==> src/sv/ccfd_pkg.sv <==
// ----------------------------------------------------------------------------
// ccfd_pkg
// Types, constants and CRC helpers shared by the frame deframer.
// ----------------------------------------------------------------------------
package ccfd_pkg;

    localparam logic [7:0]  SYNC_BYTE   = 8'h55;
    localparam logic [7:0]  CRC8_INIT   = 8'hee;
    localparam logic [7:0]  CRC8_POLY   = 8'h31;
    localparam logic [15:0] CRC16_INIT  = 16'h496c;
    localparam logic [15:0] CRC16_POLY  = 16'h1021;
    localparam logic [9:0]  LEN_MASK    = 10'h3ff;
    localparam int          MIN_LEN     = 13;
    localparam int          HDR_BYTES   = 11;
    localparam int          MAX_RESULTS = 64;
    localparam int          QUEUE_DEPTH = 4;

    typedef enum logic [2:0] {
        ST_IDLE,
        ST_RD,
        ST_PROC,
        ST_EMIT_RD,
        ST_EMIT_PUSH
    } scan_state_t;

    typedef struct packed {
        logic [5:0]  version;
        logic [7:0]  sender;
        logic [7:0]  receiver;
        logic [15:0] sequence_res;
        logic [7:0]  frame_flags;
        logic [7:0]  command_set;
        logic [7:0]  command_id;
        logic [5:0]  payload_length;
        logic [7:0]  payload_byte;
        logic        last_of_frame;
    } result_t;

    function automatic logic [7:0] rev8(input logic [7:0] x);
        logic [7:0] r;
        for (int k = 0; k < 8; k++)
        begin
            r[k] = x[7-k];
        end
        return r;
    endfunction

    function automatic logic [15:0] rev16(input logic [15:0] x);
        logic [15:0] r;
        for (int k = 0; k < 16; k++)
        begin
            r[k] = x[15-k];
        end
        return r;
    endfunction

    function automatic logic [7:0] crc8_byte(input logic [7:0] v, input logic [7:0] b);
        logic [7:0] c;
        c = v ^ rev8(b);
        for (int k = 0; k < 8; k++)
        begin
            c = c[7] ? ({c[6:0], 1'b0} ^ CRC8_POLY) : {c[6:0], 1'b0};
        end
        return c;
    endfunction

    function automatic logic [15:0] crc16_byte(input logic [15:0] v, input logic [7:0] b);
        logic [15:0] c;
        c = v ^ {rev8(b), 8'h00};
        for (int k = 0; k < 8; k++)
        begin
            c = c[15] ? ({c[14:0], 1'b0} ^ CRC16_POLY) : {c[14:0], 1'b0};
        end
        return c;
    endfunction

endpackage

==> src/sv/ccfd_if.sv <==
// ----------------------------------------------------------------------------
// ccfd_if
// Valid/ready channels: received bytes in, decoded frame results out.
// ----------------------------------------------------------------------------
interface ccfd_byte_if;
    logic       valid;
    logic       ready;
    logic [7:0] data_byte;

    modport source (output valid, output data_byte, input ready);
    modport sink (input valid, input data_byte, output ready);
endinterface

interface ccfd_frame_if;
    logic        valid;
    logic        ready;
    logic [5:0]  version;
    logic [7:0]  sender;
    logic [7:0]  receiver;
    logic [15:0] sequence_res;
    logic [7:0]  frame_flags;
    logic [7:0]  command_set;
    logic [7:0]  command_id;
    logic [5:0]  payload_length;
    logic [7:0]  payload_byte;
    logic        last_of_frame;

    modport source (output valid, output version, output sender, output receiver,
                    output sequence_res, output frame_flags, output command_set,
                    output command_id, output payload_length, output payload_byte,
                    output last_of_frame, input ready);
    modport sink (input valid, input version, input sender, input receiver,
                  input sequence_res, input frame_flags, input command_set,
                  input command_id, input payload_length, input payload_byte,
                  input last_of_frame, output ready);
endinterface

==> src/sv/ccfd_front.sv <==
// ----------------------------------------------------------------------------
// ccfd_front
// Byte store and frame scanner: checks sync, header CRC, length and body
// CRC, and pushes one result per payload byte of each good frame (one result for an empty payload).
// ----------------------------------------------------------------------------
module ccfd_front
    import ccfd_pkg::*;
#(
    parameter int FRAME_MAX = 64
)
(
    input  logic        clk,
    input  logic        rst_n,
    input  logic        in_valid,
    output logic        in_ready,
    input  logic [7:0]  in_byte,
    output logic        push,
    output result_t     push_data,
    input  logic        q_full
);

    localparam int AW = $clog2(FRAME_MAX);
    localparam int IW = $clog2(FRAME_MAX + 1);

    logic [7:0]   mem [FRAME_MAX];
    logic [7:0]   rd_data_reg;
    logic [AW-1:0] rd_addr;
    logic [AW-1:0] wr_addr;

    scan_state_t  state_reg, state_next;
    logic [AW-1:0] head_reg;
    logic [IW-1:0] fill_reg;
    logic [IW-1:0] idx_reg;
    logic [IW-1:0] k_reg;
    logic [7:0]   crc8_reg;
    logic [15:0]  crc16_reg;
    logic [15:0]  word_reg;
    logic [7:0]   crc_lo_reg;
    logic [6:0]   res_cnt_reg;
    logic [7:0]   sender_reg, receiver_reg, flags_reg, cset_reg, cid_reg;
    logic [15:0]  seq_reg;

    logic [9:0]   len10;
    logic         len_ok;
    logic [IW-1:0] len_i;
    logic [IW-1:0] plen;
    logic [IW-1:0] runs;
    logic         last_run;
    logic         cap_ok;
    logic         accept;

    function automatic logic [AW-1:0] wrap_add(input logic [AW-1:0] base,
                                               input logic [IW-1:0] off);
        logic [IW:0] s;
        s = (IW+1)'(base) + (IW+1)'(off);
        if (s >= (IW+1)'(FRAME_MAX))
        begin
            s = s - (IW+1)'(FRAME_MAX);
        end
        return AW'(s);
    endfunction

    assign len10    = word_reg[9:0] & LEN_MASK;
    assign len_ok   = (len10 >= 10'(MIN_LEN)) && (len10 <= 10'(FRAME_MAX));
    assign len_i    = IW'(len10);
    assign plen     = len_i - IW'(MIN_LEN);
    assign runs     = (plen == '0) ? IW'(1) : plen;
    assign last_run = (k_reg == runs - IW'(1));
    assign cap_ok   = (res_cnt_reg < 7'(MAX_RESULTS));
    assign accept   = in_valid && in_ready;
    assign wr_addr  = wrap_add(head_reg, fill_reg);

    always_ff @(posedge clk)
    begin
        if (accept)
        begin
            mem[wr_addr] <= in_byte;
        end
        rd_data_reg <= mem[rd_addr];
    end

    always_comb
    begin
        state_next = state_reg;
        unique case (state_reg)
            ST_IDLE:
            begin
                if (accept)
                begin
                    state_next = ST_RD;
                end
            end
            ST_RD:
            begin
                state_next = ST_PROC;
            end
            ST_PROC:
            begin
                state_next = ST_RD;
                priority if (idx_reg == '0 && rd_data_reg != SYNC_BYTE)
                begin
                    if (fill_reg == IW'(1))
                    begin
                        state_next = ST_IDLE;
                    end
                end
                else if (idx_reg == IW'(3) && (crc8_reg != rev8(rd_data_reg) || !len_ok))
                begin
                    if (fill_reg == IW'(1))
                    begin
                        state_next = ST_IDLE;
                    end
                end
                else if (idx_reg >= IW'(4) && idx_reg == len_i - IW'(1))
                begin
                    if ({rd_data_reg, crc_lo_reg} == rev16(crc16_reg))
                    begin
                        state_next = ST_EMIT_RD;
                    end
                    else if (fill_reg == IW'(1))
                    begin
                        state_next = ST_IDLE;
                    end
                end
                else
                begin
                    if (idx_reg + IW'(1) >= fill_reg)
                    begin
                        state_next = ST_IDLE;
                    end
                end
            end
            ST_EMIT_RD:
            begin
                state_next = ST_EMIT_PUSH;
            end
            ST_EMIT_PUSH:
            begin
                if (!(q_full && cap_ok))
                begin
                    if (!last_run)
                    begin
                        state_next = ST_EMIT_RD;
                    end
                    else if (fill_reg == len_i)
                    begin
                        state_next = ST_IDLE;
                    end
                    else
                    begin
                        state_next = ST_RD;
                    end
                end
            end
            default:
            begin
                state_next = ST_IDLE;
            end
        endcase
    end

    always_comb
    begin
        in_ready = 1'b0;
        push     = 1'b0;
        rd_addr  = wrap_add(head_reg, idx_reg);
        unique case (state_reg)
            ST_IDLE:
            begin
                in_ready = 1'b1;
            end
            ST_EMIT_RD:
            begin
                rd_addr = wrap_add(head_reg, IW'(HDR_BYTES) + k_reg);
            end
            ST_EMIT_PUSH:
            begin
                rd_addr = wrap_add(head_reg, IW'(HDR_BYTES) + k_reg);
                push    = cap_ok && !q_full;
            end
            default:
            begin
                in_ready = 1'b0;
            end
        endcase
    end

    always_comb
    begin
        push_data.version        = word_reg[15:10];
        push_data.sender         = sender_reg;
        push_data.receiver       = receiver_reg;
        push_data.sequence_res   = seq_reg;
        push_data.frame_flags    = flags_reg;
        push_data.command_set    = cset_reg;
        push_data.command_id     = cid_reg;
        push_data.payload_length = 6'(plen);
        push_data.payload_byte   = (plen == '0) ? 8'h00 : rd_data_reg;
        push_data.last_of_frame  = last_run;
    end

    always_ff @(posedge clk or negedge rst_n)
    begin
        if (!rst_n)
        begin
            state_reg   <= ST_IDLE;
            head_reg    <= '0;
            fill_reg    <= '0;
            idx_reg     <= '0;
            k_reg       <= '0;
            res_cnt_reg <= '0;
        end
        else
        begin
            state_reg <= state_next;
            unique case (state_reg)
                ST_IDLE:
                begin
                    if (accept)
                    begin
                        idx_reg     <= '0;
                        res_cnt_reg <= '0;
                        if (fill_reg == IW'(FRAME_MAX))
                        begin
                            head_reg <= wrap_add(head_reg, IW'(1));
                        end
                        else
                        begin
                            fill_reg <= fill_reg + IW'(1);
                        end
                    end
                end
                ST_PROC:
                begin
                    if (state_next == ST_EMIT_RD)
                    begin
                        k_reg <= '0;
                    end
                    else if (state_next == ST_IDLE && idx_reg + IW'(1) >= fill_reg
                             && fill_reg != IW'(1))
                    begin
                        idx_reg <= idx_reg + IW'(1);
                    end
                    else if ((idx_reg == '0 && rd_data_reg != SYNC_BYTE)
                             || (idx_reg == IW'(3)
                                 && (crc8_reg != rev8(rd_data_reg) || !len_ok))
                             || (idx_reg >= IW'(4) && idx_reg == len_i - IW'(1)))
                    begin
                        head_reg <= wrap_add(head_reg, IW'(1));
                        fill_reg <= fill_reg - IW'(1);
                        idx_reg  <= '0;
                    end
                    else
                    begin
                        idx_reg <= idx_reg + IW'(1);
                    end
                end
                ST_EMIT_PUSH:
                begin
                    if (!(q_full && cap_ok))
                    begin
                        if (cap_ok)
                        begin
                            res_cnt_reg <= res_cnt_reg + 7'd1;
                        end
                        if (last_run)
                        begin
                            head_reg <= wrap_add(head_reg, len_i);
                            fill_reg <= fill_reg - len_i;
                            idx_reg  <= '0;
                        end
                        else
                        begin
                            k_reg <= k_reg + IW'(1);
                        end
                    end
                end
                default:
                begin
                    idx_reg <= idx_reg;
                end
            endcase
        end
    end

    always_ff @(posedge clk)
    begin
        if (state_reg == ST_PROC)
        begin
            if (idx_reg == '0)
            begin
                crc8_reg  <= crc8_byte(CRC8_INIT, rd_data_reg);
                crc16_reg <= crc16_byte(CRC16_INIT, rd_data_reg);
            end
            else if (idx_reg < IW'(3))
            begin
                crc8_reg  <= crc8_byte(crc8_reg, rd_data_reg);
                crc16_reg <= crc16_byte(crc16_reg, rd_data_reg);
            end
            else if (idx_reg < len_i - IW'(2))
            begin
                crc16_reg <= crc16_byte(crc16_reg, rd_data_reg);
            end
            if (idx_reg == IW'(1))
            begin
                word_reg[7:0] <= rd_data_reg;
            end
            if (idx_reg == IW'(2))
            begin
                word_reg[15:8] <= rd_data_reg;
            end
            if (idx_reg == IW'(4))
            begin
                sender_reg <= rd_data_reg;
            end
            if (idx_reg == IW'(5))
            begin
                receiver_reg <= rd_data_reg;
            end
            if (idx_reg == IW'(6))
            begin
                seq_reg[7:0] <= rd_data_reg;
            end
            if (idx_reg == IW'(7))
            begin
                seq_reg[15:8] <= rd_data_reg;
            end
            if (idx_reg == IW'(8))
            begin
                flags_reg <= rd_data_reg;
            end
            if (idx_reg == IW'(9))
            begin
                cset_reg <= rd_data_reg;
            end
            if (idx_reg == IW'(10))
            begin
                cid_reg <= rd_data_reg;
            end
            if (idx_reg >= IW'(4) && idx_reg == len_i - IW'(2))
            begin
                crc_lo_reg <= rd_data_reg;
            end
        end
    end

    a_fill_bound: assert property (@(posedge clk) disable iff (!rst_n)
        fill_reg <= IW'(FRAME_MAX))
        else $error("fill level above store depth");

    a_head_bound: assert property (@(posedge clk) disable iff (!rst_n)
        head_reg < AW'(FRAME_MAX - 1) || head_reg == AW'(FRAME_MAX - 1))
        else $error("head pointer out of range");

    a_push_room: assert property (@(posedge clk) disable iff (!rst_n)
        push |-> !q_full && res_cnt_reg < 7'(MAX_RESULTS))
        else $error("push into full queue or past result limit");

    a_no_accept_busy: assert property (@(posedge clk) disable iff (!rst_n)
        accept |=> !in_ready)
        else $error("input taken while scan pending");

endmodule

==> src/sv/ccfd_queue.sv <==
// ----------------------------------------------------------------------------
// ccfd_queue
// Short result FIFO between the scanner and the output stage.
// ----------------------------------------------------------------------------
module ccfd_queue
    import ccfd_pkg::*;
(
    input  logic    clk,
    input  logic    rst_n,
    input  logic    push,
    input  result_t push_data,
    output logic    full,
    input  logic    pop,
    output logic    not_empty,
    output result_t pop_data
);

    localparam int PW = $clog2(QUEUE_DEPTH);

    result_t         slot [QUEUE_DEPTH];
    logic [PW-1:0]   wr_ptr_reg;
    logic [PW-1:0]   rd_ptr_reg;
    logic [PW:0]     count_reg;

    assign full      = (count_reg == (PW+1)'(QUEUE_DEPTH));
    assign not_empty = (count_reg != '0);
    assign pop_data  = slot[rd_ptr_reg];

    always_ff @(posedge clk)
    begin
        if (push)
        begin
            slot[wr_ptr_reg] <= push_data;
        end
    end

    always_ff @(posedge clk or negedge rst_n)
    begin
        if (!rst_n)
        begin
            wr_ptr_reg <= '0;
            rd_ptr_reg <= '0;
            count_reg  <= '0;
        end
        else
        begin
            if (push)
            begin
                wr_ptr_reg <= wr_ptr_reg + PW'(1);
            end
            if (pop)
            begin
                rd_ptr_reg <= rd_ptr_reg + PW'(1);
            end
            unique case ({push, pop})
                2'b10:   count_reg <= count_reg + (PW+1)'(1);
                2'b01:   count_reg <= count_reg - (PW+1)'(1);
                default: count_reg <= count_reg;
            endcase
        end
    end

    a_no_overflow: assert property (@(posedge clk) disable iff (!rst_n)
        full && !pop |-> !push)
        else $error("queue overflow");

    a_no_underflow: assert property (@(posedge clk) disable iff (!rst_n)
        pop |-> not_empty)
        else $error("queue underflow");

    a_count_bound: assert property (@(posedge clk) disable iff (!rst_n)
        count_reg <= (PW+1)'(QUEUE_DEPTH))
        else $error("queue count out of range");

endmodule

==> src/sv/ccfd_back.sv <==
// ----------------------------------------------------------------------------
// ccfd_back
// Output register: takes results from the queue and holds each transfer
// until the sink is ready.
// ----------------------------------------------------------------------------
module ccfd_back
    import ccfd_pkg::*;
(
    input  logic    clk,
    input  logic    rst_n,
    input  logic    q_not_empty,
    input  result_t q_data,
    output logic    pop,
    ccfd_frame_if.source out
);

    logic    valid_reg;
    result_t data_reg;

    assign pop = q_not_empty && (!valid_reg || out.ready);

    always_ff @(posedge clk or negedge rst_n)
    begin
        if (!rst_n)
        begin
            valid_reg <= 1'b0;
        end
        else if (!valid_reg || out.ready)
        begin
            valid_reg <= q_not_empty;
        end
    end

    always_ff @(posedge clk)
    begin
        if (pop)
        begin
            data_reg <= q_data;
        end
    end

    assign out.valid          = valid_reg;
    assign out.version        = data_reg.version;
    assign out.sender         = data_reg.sender;
    assign out.receiver       = data_reg.receiver;
    assign out.sequence_res   = data_reg.sequence_res;
    assign out.frame_flags    = data_reg.frame_flags;
    assign out.command_set    = data_reg.command_set;
    assign out.command_id     = data_reg.command_id;
    assign out.payload_length = data_reg.payload_length;
    assign out.payload_byte   = data_reg.payload_byte;
    assign out.last_of_frame  = data_reg.last_of_frame;

endmodule

==> src/sv/crc_checked_frame_deframer.sv <==
// A byte is taken only while the scanner is idle; each scanned byte then costs a
// store read and a check, and each result of a good frame a store read and a push,
// which waits while the queue is full.
// No new byte is taken until the scan of the store is through.
// Results pass from the scanner's push through the queue and the output register to the port.
// Reset (rst_n, async): store empty, queue emptied and output valid cleared.
// ----------------------------------------------------------------------------
// crc_checked_frame_deframer
// Top level: byte store and scanner, result queue, output register.
// ----------------------------------------------------------------------------
module crc_checked_frame_deframer
    import ccfd_pkg::*;
#(
    parameter int FRAME_MAX = 64
)
(
    input  logic clk,
    input  logic rst_n,
    ccfd_byte_if.sink    in,
    ccfd_frame_if.source out
);

    logic    push;
    result_t push_data;
    logic    q_full;
    logic    pop;
    logic    q_not_empty;
    result_t q_data;

    ccfd_front #(
        .FRAME_MAX (FRAME_MAX)
    ) u_front (
        .clk       (clk),
        .rst_n     (rst_n),
        .in_valid  (in.valid),
        .in_ready  (in.ready),
        .in_byte   (in.data_byte),
        .push      (push),
        .push_data (push_data),
        .q_full    (q_full)
    );

    ccfd_queue u_queue (
        .clk       (clk),
        .rst_n     (rst_n),
        .push      (push),
        .push_data (push_data),
        .full      (q_full),
        .pop       (pop),
        .not_empty (q_not_empty),
        .pop_data  (q_data)
    );

    ccfd_back u_back (
        .clk         (clk),
        .rst_n       (rst_n),
        .q_not_empty (q_not_empty),
        .q_data      (q_data),
        .pop         (pop),
        .out         (out)
    );

endmodule

==> src/flat_wrapper.sv <==
// flat-port wrapper written by rule: the top's interface ports become plain ports
module crc_checked_frame_deframer_flat import ccfd_pkg::*;
#(
    parameter int FRAME_MAX = 64
)
  (clk, rst_n, in_valid, in_data_byte, in_ready, out_valid, out_version, out_sender, out_receiver, out_sequence_res, out_frame_flags, out_command_set, out_command_id, out_payload_length, out_payload_byte, out_last_of_frame, out_ready);
  ccfd_byte_if in_i ();
  ccfd_frame_if out_i ();
  input  logic clk;
  input  logic rst_n;
  input wire logic [$bits(in_i.valid)-1:0] in_valid;
  input wire logic [$bits(in_i.data_byte)-1:0] in_data_byte;
  output wire logic [$bits(in_i.ready)-1:0] in_ready;
  output wire logic [$bits(out_i.valid)-1:0] out_valid;
  output wire logic [$bits(out_i.version)-1:0] out_version;
  output wire logic [$bits(out_i.sender)-1:0] out_sender;
  output wire logic [$bits(out_i.receiver)-1:0] out_receiver;
  output wire logic [$bits(out_i.sequence_res)-1:0] out_sequence_res;
  output wire logic [$bits(out_i.frame_flags)-1:0] out_frame_flags;
  output wire logic [$bits(out_i.command_set)-1:0] out_command_set;
  output wire logic [$bits(out_i.command_id)-1:0] out_command_id;
  output wire logic [$bits(out_i.payload_length)-1:0] out_payload_length;
  output wire logic [$bits(out_i.payload_byte)-1:0] out_payload_byte;
  output wire logic [$bits(out_i.last_of_frame)-1:0] out_last_of_frame;
  input wire logic [$bits(out_i.ready)-1:0] out_ready;
  assign in_i.valid = in_valid;
  assign in_i.data_byte = in_data_byte;
  assign in_ready = in_i.ready;
  assign out_valid = out_i.valid;
  assign out_version = out_i.version;
  assign out_sender = out_i.sender;
  assign out_receiver = out_i.receiver;
  assign out_sequence_res = out_i.sequence_res;
  assign out_frame_flags = out_i.frame_flags;
  assign out_command_set = out_i.command_set;
  assign out_command_id = out_i.command_id;
  assign out_payload_length = out_i.payload_length;
  assign out_payload_byte = out_i.payload_byte;
  assign out_last_of_frame = out_i.last_of_frame;
  assign out_i.ready = out_ready;
  crc_checked_frame_deframer #(.FRAME_MAX(FRAME_MAX)) u_core (.clk(clk), .rst_n(rst_n), .in(in_i), .out(out_i));
endmodule
==> config.mk <==
export PLATFORM = sky130hd
export DESIGN_NAME = crc_checked_frame_deframer_flat
export DESIGN_NICKNAME = d
export VERILOG_FILES = /design/src/sv/ccfd_pkg.sv /design/src/sv/ccfd_if.sv /design/src/sv/ccfd_front.sv /design/src/sv/ccfd_queue.sv /design/src/sv/ccfd_back.sv /design/src/sv/crc_checked_frame_deframer.sv /design/src/flat_wrapper.sv
export SDC_FILE = /design/constraint.sdc
export NUM_CORES = 1
export LEC_CHECK = 0
export BUFFER_PORTS_ARGS = -buffer_cell sky130_fd_sc_hd__buf_2
export CAP_MARGIN = 20
export CORE_MARGIN = 10
export CORE_UTILIZATION = 60
export CTS_CLUSTER_DIAMETER = 60
export DETAILED_ROUTE_END_ITERATION = 10
export GPL_ROUTABILITY_DRIVEN = 0
export PLACE_DENSITY = 0.77
export SLEW_MARGIN = 30
export SYNTH_ARGS = -nofsm -noshare
export SYNTH_HDL_FRONTEND = slang
export SYNTH_SLANG_ARGS = --single-unit
==> constraint.sdc <==
create_clock -name clk -period 8.2 [get_ports clk]
set_clock_uncertainty 0.2 [all_clocks]
set_input_delay 2.46 -clock clk [delete_from_list [all_inputs] [get_ports clk]]
set_output_delay 2.46 -clock clk [all_outputs]
set_load 0.02 [all_outputs]
Word level (Yosys, flattened, before mapping):

Memories as Yosys holds them, arrays and structs flattened. A register that Yosys moved wholly into a read port is not among the register bits.
Cells that the tools add are included.

* register bits: 149
* memories: 2
* logic and storage cells: 276
* output and inout port bits: 79
* memory bits (writable): 820

* bitwise operators: 36
* reductions and logical operators: 47
* multiplexer cells: 93
* add/sub/neg operators: 25
* equal/unequal tests: 39
* magnitude comparators: 12

Memory list
* u_core.u_front.mem: depth 64, width 8, rd ports 1, clocked after memory_dff 1, wr ports 1, RTL line ccfd_front.sv:25 `logic [7:0] mem [FRAME_MAX];`
* u_core.u_queue.slot: depth 4, width 77, rd ports 1, clocked after memory_dff 1, wr ports 1, RTL line ccfd_queue.sv:20 `result_t slot [QUEUE_DEPTH];`

Operators with widths (number)
* $mux W13: 16
* $mux W6: 29
* $mux W7: 19
* $not A3 Y3: 32
* $mux W16: 3
* $pmux W7 S3: 2
* $add A6 B7 Y8: 4
* $ge A8 B7 Y1 const B: 4
* $sub A6 B1 Y6 const B: 5
* $add A7 B1 Y7 const B: 4
* $eq A7 B3 Y1 const B: 4
* $eq A7 B7 Y1: 4
* $pmux W7 S2: 2
* $mux W8: 3
* $reduce_and A2 Y1: 12
* $ne A2 B2 Y1 const B: 11
* $eq A7 B4 Y1 const B: 3
* $sub A7 B1 Y7 const B: 3
* $mux W3: 6
* $pmux W6 S3: 1
* $eq A16 B16 Y1: 1
* $reduce_and A8 Y1: 2
* $xor A16 B16 Y16: 1
* $pmux W3 S5: 1
* other kinds (43): 80

Depth between registers and ports, before layout:

Gate-level depths: netlist of run 1.

* depth after elaboration: 20
* gate-level depth with buffers: 17
* depth with buffers taken out: 15

Cells and area by module:

From an unflattened synthesis of run 1, not the netlist that was laid out.

* cell total of the unflattened synthesis: 2138
* area total of the unflattened synthesis: 42463.2 um^2

By module, submodules not included
* ccfd_front: cells each 1621, area each 28604.9 um^2, sequential area each 19583.8 um^2, times used 1
* ccfd_queue: cells each 436, area each 11502.3 um^2, sequential area each 9424.0 um^2, times used 1
* ccfd_back: cells each 81, area each 2356.0 um^2, sequential area each 2337.2 um^2, times used 1

Least setup slack after synthesis of run 1:

Ideal clock, no wire load.

* path type: input port to flip-flop
* start point: input out_ready
* end point: register u_core.u_queue.count_reg[2]
* stages on the path: 8
* slack: 0.093 ns
* setup time: 0.079 ns
* path buffers: 0
* arrival time: 7.828 ns
* path through: inv_1 a21oi_1 ha_1 inv_1 fa_1 xor2_1 nor2_1 xor2_1

* word-level cells in the longest chain between the ends: 4
* elaborated cells on any way between the ends: 6
* those cells by class: eq/ne (2); mux (1); reduce/logical (3)

Ends and longest elaborated chain
* start: declaration: RTL line flat_wrapper.sv:25 `input wire logic [$bits(out_i.ready)-1:0] out_ready;`
* $logic_or A1 B1 Y1 (*): RTL line ccfd_back.sv:20 `assign pop = q_not_empty && (!valid_reg || out.ready);`
* $logic_and A1 B1 Y1 (*): RTL line ccfd_back.sv:20
* named net u_core.pop: RTL line crc_checked_frame_deframer.sv:26 `logic pop;`
* $eq A2 B1 Y1 or $eq A2 B2 Y1 (tied branches): RTL line ccfd_queue.sv:55 `unique case ({push, pop})`
* $pmux W3 S2 or $reduce_bool A2 Y1 (tied branches)
* end signal: assignment: RTL line ccfd_queue.sv:56 `2'b10: count_reg <= count_reg + (PW+1)'(1);`
* end signal: assignment: RTL line ccfd_queue.sv:57 `2'b01: count_reg <= count_reg - (PW+1)'(1);`
* end signal: assignment: RTL line ccfd_queue.sv:58 `default: count_reg <= count_reg;`
* end: declaration: RTL line ccfd_queue.sv:23 `logic [PW:0] count_reg;`

Mark *: on every way through the listed nets, which the timed path passes. The rest lies on a longest branch.
A chain may end at the register's enable or synchronous reset.

Final worst setup path of run 1:

* start point: register u_core.u_front.state_reg[1]
* end point: register u_core.u_front.rd_data_reg[3] (read register of u_core.u_front.mem)

* word-level cells in the longest chain between the ends: 3
* elaborated cells on any way between the ends: 4
* those cells by class: eq/ne (2); mux (1); reduce/logical (1)

Ends and longest elaborated chain
* start: declaration: RTL line ccfd_front.sv:30 `scan_state_t state_reg, state_next;`
* start signal: assignment: RTL line ccfd_front.sv:215 `state_reg <= state_next;`
* $eq A3 B3 Y1 or $eq A3 B2 Y1 (tied branches): RTL line ccfd_front.sv:167 `unique case (state_reg)`
* $reduce_or A2 Y1 (no line) (*)
* $mux W6 (*)
* end: declaration: RTL line ccfd_front.sv:26 `logic [7:0] rd_data_reg;`

Mark *: on every way between the ends. The rest lies on a longest branch, timed or not.

==> impl_metrics.py, run 1 <==
metrics = {
    "run_status": {
        "status": "finished, final reports clean",
    },
    "drt": {
        "wl_per_cell_um": 27.1,
        "first_iter_violations": 2069,
        "ant_nets": 0,
        "wirelength_mm": 88.9,
        "drc_errors": 0,
        "vias": 20700,
        "first_pass_iters": 7,
        "avgViaCountPerCell": 6.29,
    },
    "worst_setup_path": {
        "cp_top_family": "multiplexers",
        "crit_path_max_incr_delay_ns": 1.11,
        "crit_type": "reg -> reg",
        "critPathMaxFanout": 40,
        "path_cells": "or3b_1, nand2_1, nor2_1, a21oi_1, ha_4, inv_1, fa_4, buf_12, buf_4, mux4_2, mux4_2, mux2i_1, a21oi_1",
        "cp-end-kind": "register",
        "crit_buf_inv": 3,
        "reg2reg_slack_ns": 2.24,
        "critPathRequiredTime_ns": 8.51,
        "cp_slowest_cell": "fa_4",
        "arrival_ns": 6.27,
        "start_kind": "register",
    },
    "clocking": {
        "htree_num_levels": 3,
        "post_cts_buffers": 0,
        "clk_path_buf_depth": 3,
        "tritoncts": "done",
        "clkLatencyLatePin_ns": 0.67,
        "cts_sinks": 1054,
        "cts_hold_buf": 0,
        "cts-resized-gates": 0,
        "cts.clk_slew.worst_paths_ns": 0.06,
        "cts_root_buffer": "clkbuf_16",
        "cts-buffers-inserted": 102,
    },
    "timing": {
        "worstMarginPinSlew_ns": 1.01,
        "slew_violations": 0,
        "fmaxAchievable_mhz": 168,
        "slew_headroom_pct": 32.4,
        "hold_viol": 0,
        "fin_crit_sh_pct": 72.7,
        "period_minus_slack_ns": 5.96,
        "tns_ns": 0,
        "rsz0062_at_grt": "false",
        "finalSetupViolCount": 0,
    },
    "die": {
        "start_util_pct": 60.4,
        "fp.dieArea_mm2": 0.0814,
        "pin_count": 91,
        "die_y_um": 285,
        "die_x_um": 285,
        "row_count": 97,
        "core_mm2": 0.0699,
    },
    "yosys": {
        "yosys.area.top_type": "edfxtp_1",
        "yosys_warnings": 0,
        "yosysTopAreaCellShare_pct": 71.1,
        "synthArstFlopShare_pct": 4.27,
        "synth-seq-cells": 1054,
        "ys_types": 76,
        "synthFlopType": "edfxtp_1",
        "syn-instance-count": 2129,
        "syn_nets": 2206,
        "avgSynthCellArea_um2": 19.8,
        "synth_edf_count": 1001,
        "syn_area_mm2": 0.0423,
        "ys_top_cells_by_area": "edfxtp_1 71%, mux4_2 13%, dfrtp_1 2.7%",
        "seq_area_frac_synth_pct": 74.2,
    },
    "global_routing": {
        "grt_pass1_wl_mm": 135,
        "grt_max_degree": 65,
        "global_route.overflow_total": 0,
        "antenna_found_initial": 0,
        "gr-usage-all-layers_pct": 21.9,
        "grt_pass1_vias": 21300,
    },
    "place": {
        "dp_hpwl_mm": 50.9,
        "io_buffers": 90,
        "dp_cells": 3098,
    },
    "layout": {
        "top_regs": "u_core.u_front.mem (512), u_core.u_queue.slot (308)",
        "fill_cells": 4338,
        "diodes": 0,
        "drive_above_1_share_pct": 24.1,
        "regMostFlops": "u_core.u_front.mem",
        "syn2layout_area_growth_pct": 11.6,
        "layout.nets": 2340,
        "largest_register_ffs": 512,
        "instances_no_fill": 3285,
    },
    "pwr": {
        "power.leakage_nw": 15.5,
        "p_per_area_mw_per_mm2": 413,
        "ir_worst_vdd_mv": 0.337,
    },
    "min_path": {
        "hold_class": "reg -> reg",
    },
    "flow_run": {
        "cap_viol_max_count": 0,
    },
}
==> per-layer routing <==
layer	global-route usage, %	routed length, um	vias up	part of all wire, %
met5	0	0	-	0
met4	6.80	2510	0	2.8
met3	3.83	6050	168	6.8
met2	37.3	46200	976	52
met1	28.6	34100	10800	38
li1	-	-	8770	-
==> logic make-up (layout without fill, tap and decap cells) <==
logic type               Yosys count  in the layout  share of synthesized area [%]
XOR/XNOR                         167            167                           3.57
multiplexers                     260            260                           13.2
flip-flops                      1054           1054                           74.2
AND/OR/NAND/NOR                  318            318                           3.63
buffers and inverters            135            351                           1.24
AO/OA/AOI/OAI                    130            130                           2.13
adder cells (fa/ha/maj)           65             65                           2.01
==> Yosys cell counts (7+ instances only) <==
cell	instances
a211oi_1	11
a21o_1	14
a21oi_1	37
and2_1	8
buf_1	20
buf_2	7
clkbuf_1	60
dfrtp_1	45
dfxtp_1	8
edfxtp_1	1001
ha_1	60
inv_1	43
mux2i_1	15
mux4_2	237
nand2_1	53
nand2b_1	7
nand3_1	23
nor2_1	137
nor2b_1	25
nor3_1	12
nor4_1	16
o21ai_0	20
xnor2_1	95
xor2_1	68
==> worst paths after layout <==
| kind | depth (start not counted) | start | to |
|---|---|---|---|
| setup / recovery | 13 | u_core.u_front.state_reg[1] | u_core.u_front.rd_data_reg[3] |
| hold / removal | 0 | u_core.u_front.seq_reg[0] | u_core.u_queue.slot[2][39] |
| setup reg to reg | 13 | u_core.u_front.state_reg[1] | u_core.u_front.rd_data_reg[3] |
| hold reg to reg | 0 | u_core.u_front.seq_reg[0] | u_core.u_queue.slot[2][39] |
| max in group asynchronous | 1 | rst_n | u_core.u_queue.rd_ptr_reg[0] |
| min in group asynchronous | 1 | rst_n | u_core.u_queue.rd_ptr_reg[1] |
==> report_power, final <==
group	internal (mW)	switching, mW
combinational	3.60	4.39
clock	2.50	1.96
sequential	6.69	0.335
total	12.8	6.69
==> layout make-up <==
type	instances	area, um^2	area share (%)
clock buffer	118	2630	5.58
inverter	46	173	0.366
multi-input combinational	940	10500	22.4
sequential	1054	31400	66.5
tap	940	1180	2.49
timing repair buffer	119	723	1.53
clock inverter	68	558	1.18
==> cell usage in the layout, fill, tap and decap left out, types with 20 or more instances in the layout <==
cell type	synthesis	final
nand2_1	53	53
dfrtp_1	45	43
ha_1	60	59
edfxtp_1	1001	1001
clkinv_1	1	28
nand3_1	23	23
buf_2	7	81
nor2b_1	25	23
xnor2_1	95	92
nor2_1	137	108
inv_1	43	43
nor2_2	0	29
buf_4	2	36
clkbuf_16	0	103
xor2_1	68	68
mux4_2	237	237
o21ai_0	20	20
a21oi_1	37	36
==> through the flow <==
step	worst slack [ns]	area (um^2)	hold slack, ns	total power [mW]	util, %
6_report	2.24	47200	0.294	19.5	67.5
4_1_cts	2.15	47100	0.285	19.6	67.3
5_1_grt	2.06	47200	0.310	20.3	67.5
3_3_place_gp	2.21	43800	0.265	14.9	62.7
3_5_place_dp	2.13	43900	0.284	15.1	62.8
2_1_floorplan	0.0933	42300	0.256	12.8	-
No activity file was read; power rests on OpenSTA's default activity.
==> run 2, diff against run 1 <==
ABC_AREA = 1   (was default)
clock period = 6.1 ns   (was 8.2 ns; I/O delays follow)
==> impl_metrics.py, run 2 <==
metrics = {
    "run_status": {
        "status": "finished, final reports clean",
    },
    "timing": {
        "worstMarginPinSlew_ns": 1.00,
        "slew_headroom_pct": 33.1,
        "rsz0062_at_grt": "false",
        "fin_crit_sh_pct": 84.8,
        "period_minus_slack_ns": 5.17,
        "tns_ns": 0,
        "whs_ns": 0.280,
        "finalSetupViolCount": 0,
        "hold_viol": 0,
        "slew_violations": 0,
        "fmaxAchievable_mhz": 193,
    },
    "pwr": {
        "combPwrFrac_pct": 40.7,
        "p_seq_share_pct": 35.9,
        "ir_worst_vdd_mv": 0.676,
        "p_int_mw": 15.5,
        "clkPwrFrac_pct": 23.4,
        "p_switching_mw": 10.5,
        "sw_frac_of_total_pct": 40.3,
        "p_per_area_mw_per_mm2": 540,
        "power.leakage_nw": 16.7,
    },
    "drt": {
        "wl_per_cell_um": 23.1,
        "first_iter_violations": 3289,
        "wirelength_mm": 103,
        "ant_nets": 0,
        "vias": 27800,
        "first_pass_iters": 7,
        "drc_errors": 0,
        "avgViaCountPerCell": 6.26,
    },
    "yosys": {
        "synthFlopType": "edfxtp_1",
        "syn_area_mm2": 0.0434,
        "ys_top_cells_by_area": "edfxtp_1 69%, nor2_1 5.1%, o21ai_0 3.8%",
        "yosysMostFrequentCell": "edfxtp_1",
        "yosys_warnings": 0,
        "synthArstFlopShare_pct": 4.27,
        "seq_area_frac_synth_pct": 72.1,
        "synth_commonest_cells": "1001 x edfxtp_1, 592 x nor2_1, 330 x o21ai_0, 329 x nand2_1, 141 x clkbuf_1",
        "yosys.area.top_type": "edfxtp_1",
        "syn_nets": 3419,
        "ys_types": 54,
        "syn-instance-count": 3342,
        "synth-seq-cells": 1054,
        "synth_edf_count": 1001,
        "yosysTopAreaCellShare_pct": 69.2,
        "avgSynthCellArea_um2": 13.0,
    },
    "global_routing": {
        "grt_max_degree": 161,
        "antenna_found_initial": 0,
        "grt_pass1_vias": 27300,
        "global_route.overflow_total": 0,
        "grt_pass1_wl_mm": 157,
        "gr-usage-all-layers_pct": 24.3,
    },
    "worst_setup_path": {
        "rr_endpoint": "u_core.u_front.fill_reg[4]",
        "crit_buf_inv": 4,
        "cp-startpoint": "u_core.u_front.word_reg[0]",
        "critPathRequiredTime_ns": 6.43,
        "arrival_ns": 5.51,
        "critPathMaxFanout": 14,
        "rr_worst_depth": 25,
        "crit_path_max_incr_delay_ns": 0.74,
        "cp_slowest_cell": "edfxtp_1",
        "reg2reg_slack_ns": 0.93,
        "cp_top_family": "simple AND/OR/NAND/NOR gates",
        "r2r-start": "u_core.u_front.word_reg[0]",
        "cp-end-kind": "register",
        "crit_type": "reg -> reg",
        "cpMostUsedCell": "nand2_1",
        "start_kind": "register",
    },
    "clocking": {
        "clkLatencyLatePin_ns": 0.69,
        "post_cts_buffers": 0,
        "cts_hold_buf": 0,
        "cts.clk_slew.worst_paths_ns": 0.06,
        "tritoncts": "done",
        "cts_root_buffer": "clkbuf_16",
        "clk_path_buf_depth": 3,
        "cts-resized-gates": 0,
        "cts-buffers-inserted": 102,
        "cts_sinks": 1054,
        "htree_num_levels": 3,
    },
    "layout": {
        "layout_commonest_cell": "edfxtp_1",
        "instances_no_fill": 4439,
        "largest_register_ffs": 512,
        "regMostFlops": "u_core.u_front.mem",
        "layout.nets": 3481,
        "drive_above_1_share_pct": 9.58,
        "syn2layout_area_growth_pct": 10.8,
        "top_regs": "u_core.u_front.mem (512), u_core.u_queue.slot (308)",
        "mostFrequentLayoutCells": "1001 x edfxtp_1, 586 x nor2_1, 330 x o21ai_0, 329 x nand2_1, 120 x inv_1",
    },
    "place": {
        "io_buffers": 90,
        "dp_hpwl_mm": 59.0,
        "dp_cells": 4250,
    },
    "die": {
        "core_mm2": 0.0716,
        "fp.dieArea_mm2": 0.0836,
        "die_y_um": 289,
        "row_count": 98,
        "die_x_um": 289,
        "pin_count": 91,
        "start_util_pct": 60.7,
    },
    "min_path": {
        "min_from": "u_core.u_front.res_cnt_reg[3]",
        "holdPathStages": 1,
        "min_to": "u_core.u_front.res_cnt_reg[3]",
        "hold_class": "reg -> reg",
    },
    "flow_run": {
        "cap_viol_max_count": 0,
    },
}
[run 2: cell count changes in the layout (fill, tap and decap cells not counted), sizes merged, moves of 64 or more]
cell and change:
nor2 +462, inv +85, o22ai +83, nand2 +281
o21ai +314, nand3 +76, o32ai +64, mux4 -237
[run 2: worst reg2reg max path, delay by kind of cell, from the launching register on]
family,cells,cell delay [ns]
AO/OA/AOI/OAI,2,0.52
adder cells (fa/ha/maj),2,0.61
AND/OR/NAND/NOR,17,2.35
buffers and inverters,4,0.59
flip-flops,1,0.74
[run 2: cell families after synthesis]
| group | synth area share, % |
|---|---|
| flops | 72.1 |
| compound gates | 8.84 |
| xor+xnor | 2.07 |
| fa+ha+maj | 1.96 |
| buf+inv | 2.83 |
| mux | 1.50 |
| simple gates | 10.7 |
[run 2: worst max-delay path by stage]
| stage | endpoint | slack (ns) | depth (start not counted) |
|---|---|---|---|
| 6_report | u_core.u_front.fill_reg[4] | 0.93 | 25 |
| 5_1_grt | u_core.u_front.fill_reg[5] | 0.61 | 25 |
| 4_1_cts | u_core.u_front.rd_data_reg[4] | 1.09 | 18 |
| 3_5_place_dp | u_core.u_front.rd_data_reg[4] | 1.09 | 18 |
| 3_3_place_gp | u_core.u_front.rd_data_reg[6] | 1.19 | 18 |
| 2_1_floorplan | u_core.u_queue.count_reg[2] | 0.27 | 8 |
[run 2: cell type report]
type	instances	area, um^2
multi-input cells	1977	11000
flip-flops and latches	1054	31400
diodes	3	7.51
clock inverters	64	587
well taps	950	1190
clock buffers	122	2630
fillers	4783	23500
repair buffers	136	885
inverters	133	505
[run 2: metal layers]
metal / up-vias / track usage, % / routed length [um]
li1: 12300 / - / -
met1: 13600 / 30.3 / 37900
met2: 1633 / 41.9 / 51500
met3: 281 / 4.24 / 9370
met4: 0 / 9.85 / 4040
met5: - / 0 / 0
[run 2: stage by stage]
| stage | power [mW] | cell area [um^2] | setup slack (ns) | util, % |
|---|---|---|---|---|
| after floorplan | 16.6 | 43500 | 0.266 | - |
| after global placement | 19.4 | 44900 | 1.19 | 62.6 |
| after detailed placement | 19.8 | 44900 | 1.09 | 62.7 |
| after CTS | 25.9 | 48100 | 1.09 | 67.2 |
| after global routing | 27.3 | 48100 | 0.609 | 67.2 |
| final | 26.0 | 48100 | 0.925 | 67.2 |
[run 2: power by group through the flow]
stage	registers, mW	clock network (mW)	logic (mW)
4_1_cts	9.34	6.13	10.5
5_1_grt	9.40	6.41	11.5
2_1_floorplan	9.75	0	6.80
6_report	9.34	6.08	10.6
3_5_place_dp	9.48	0	10.3
3_3_place_gp	9.44	0	9.97
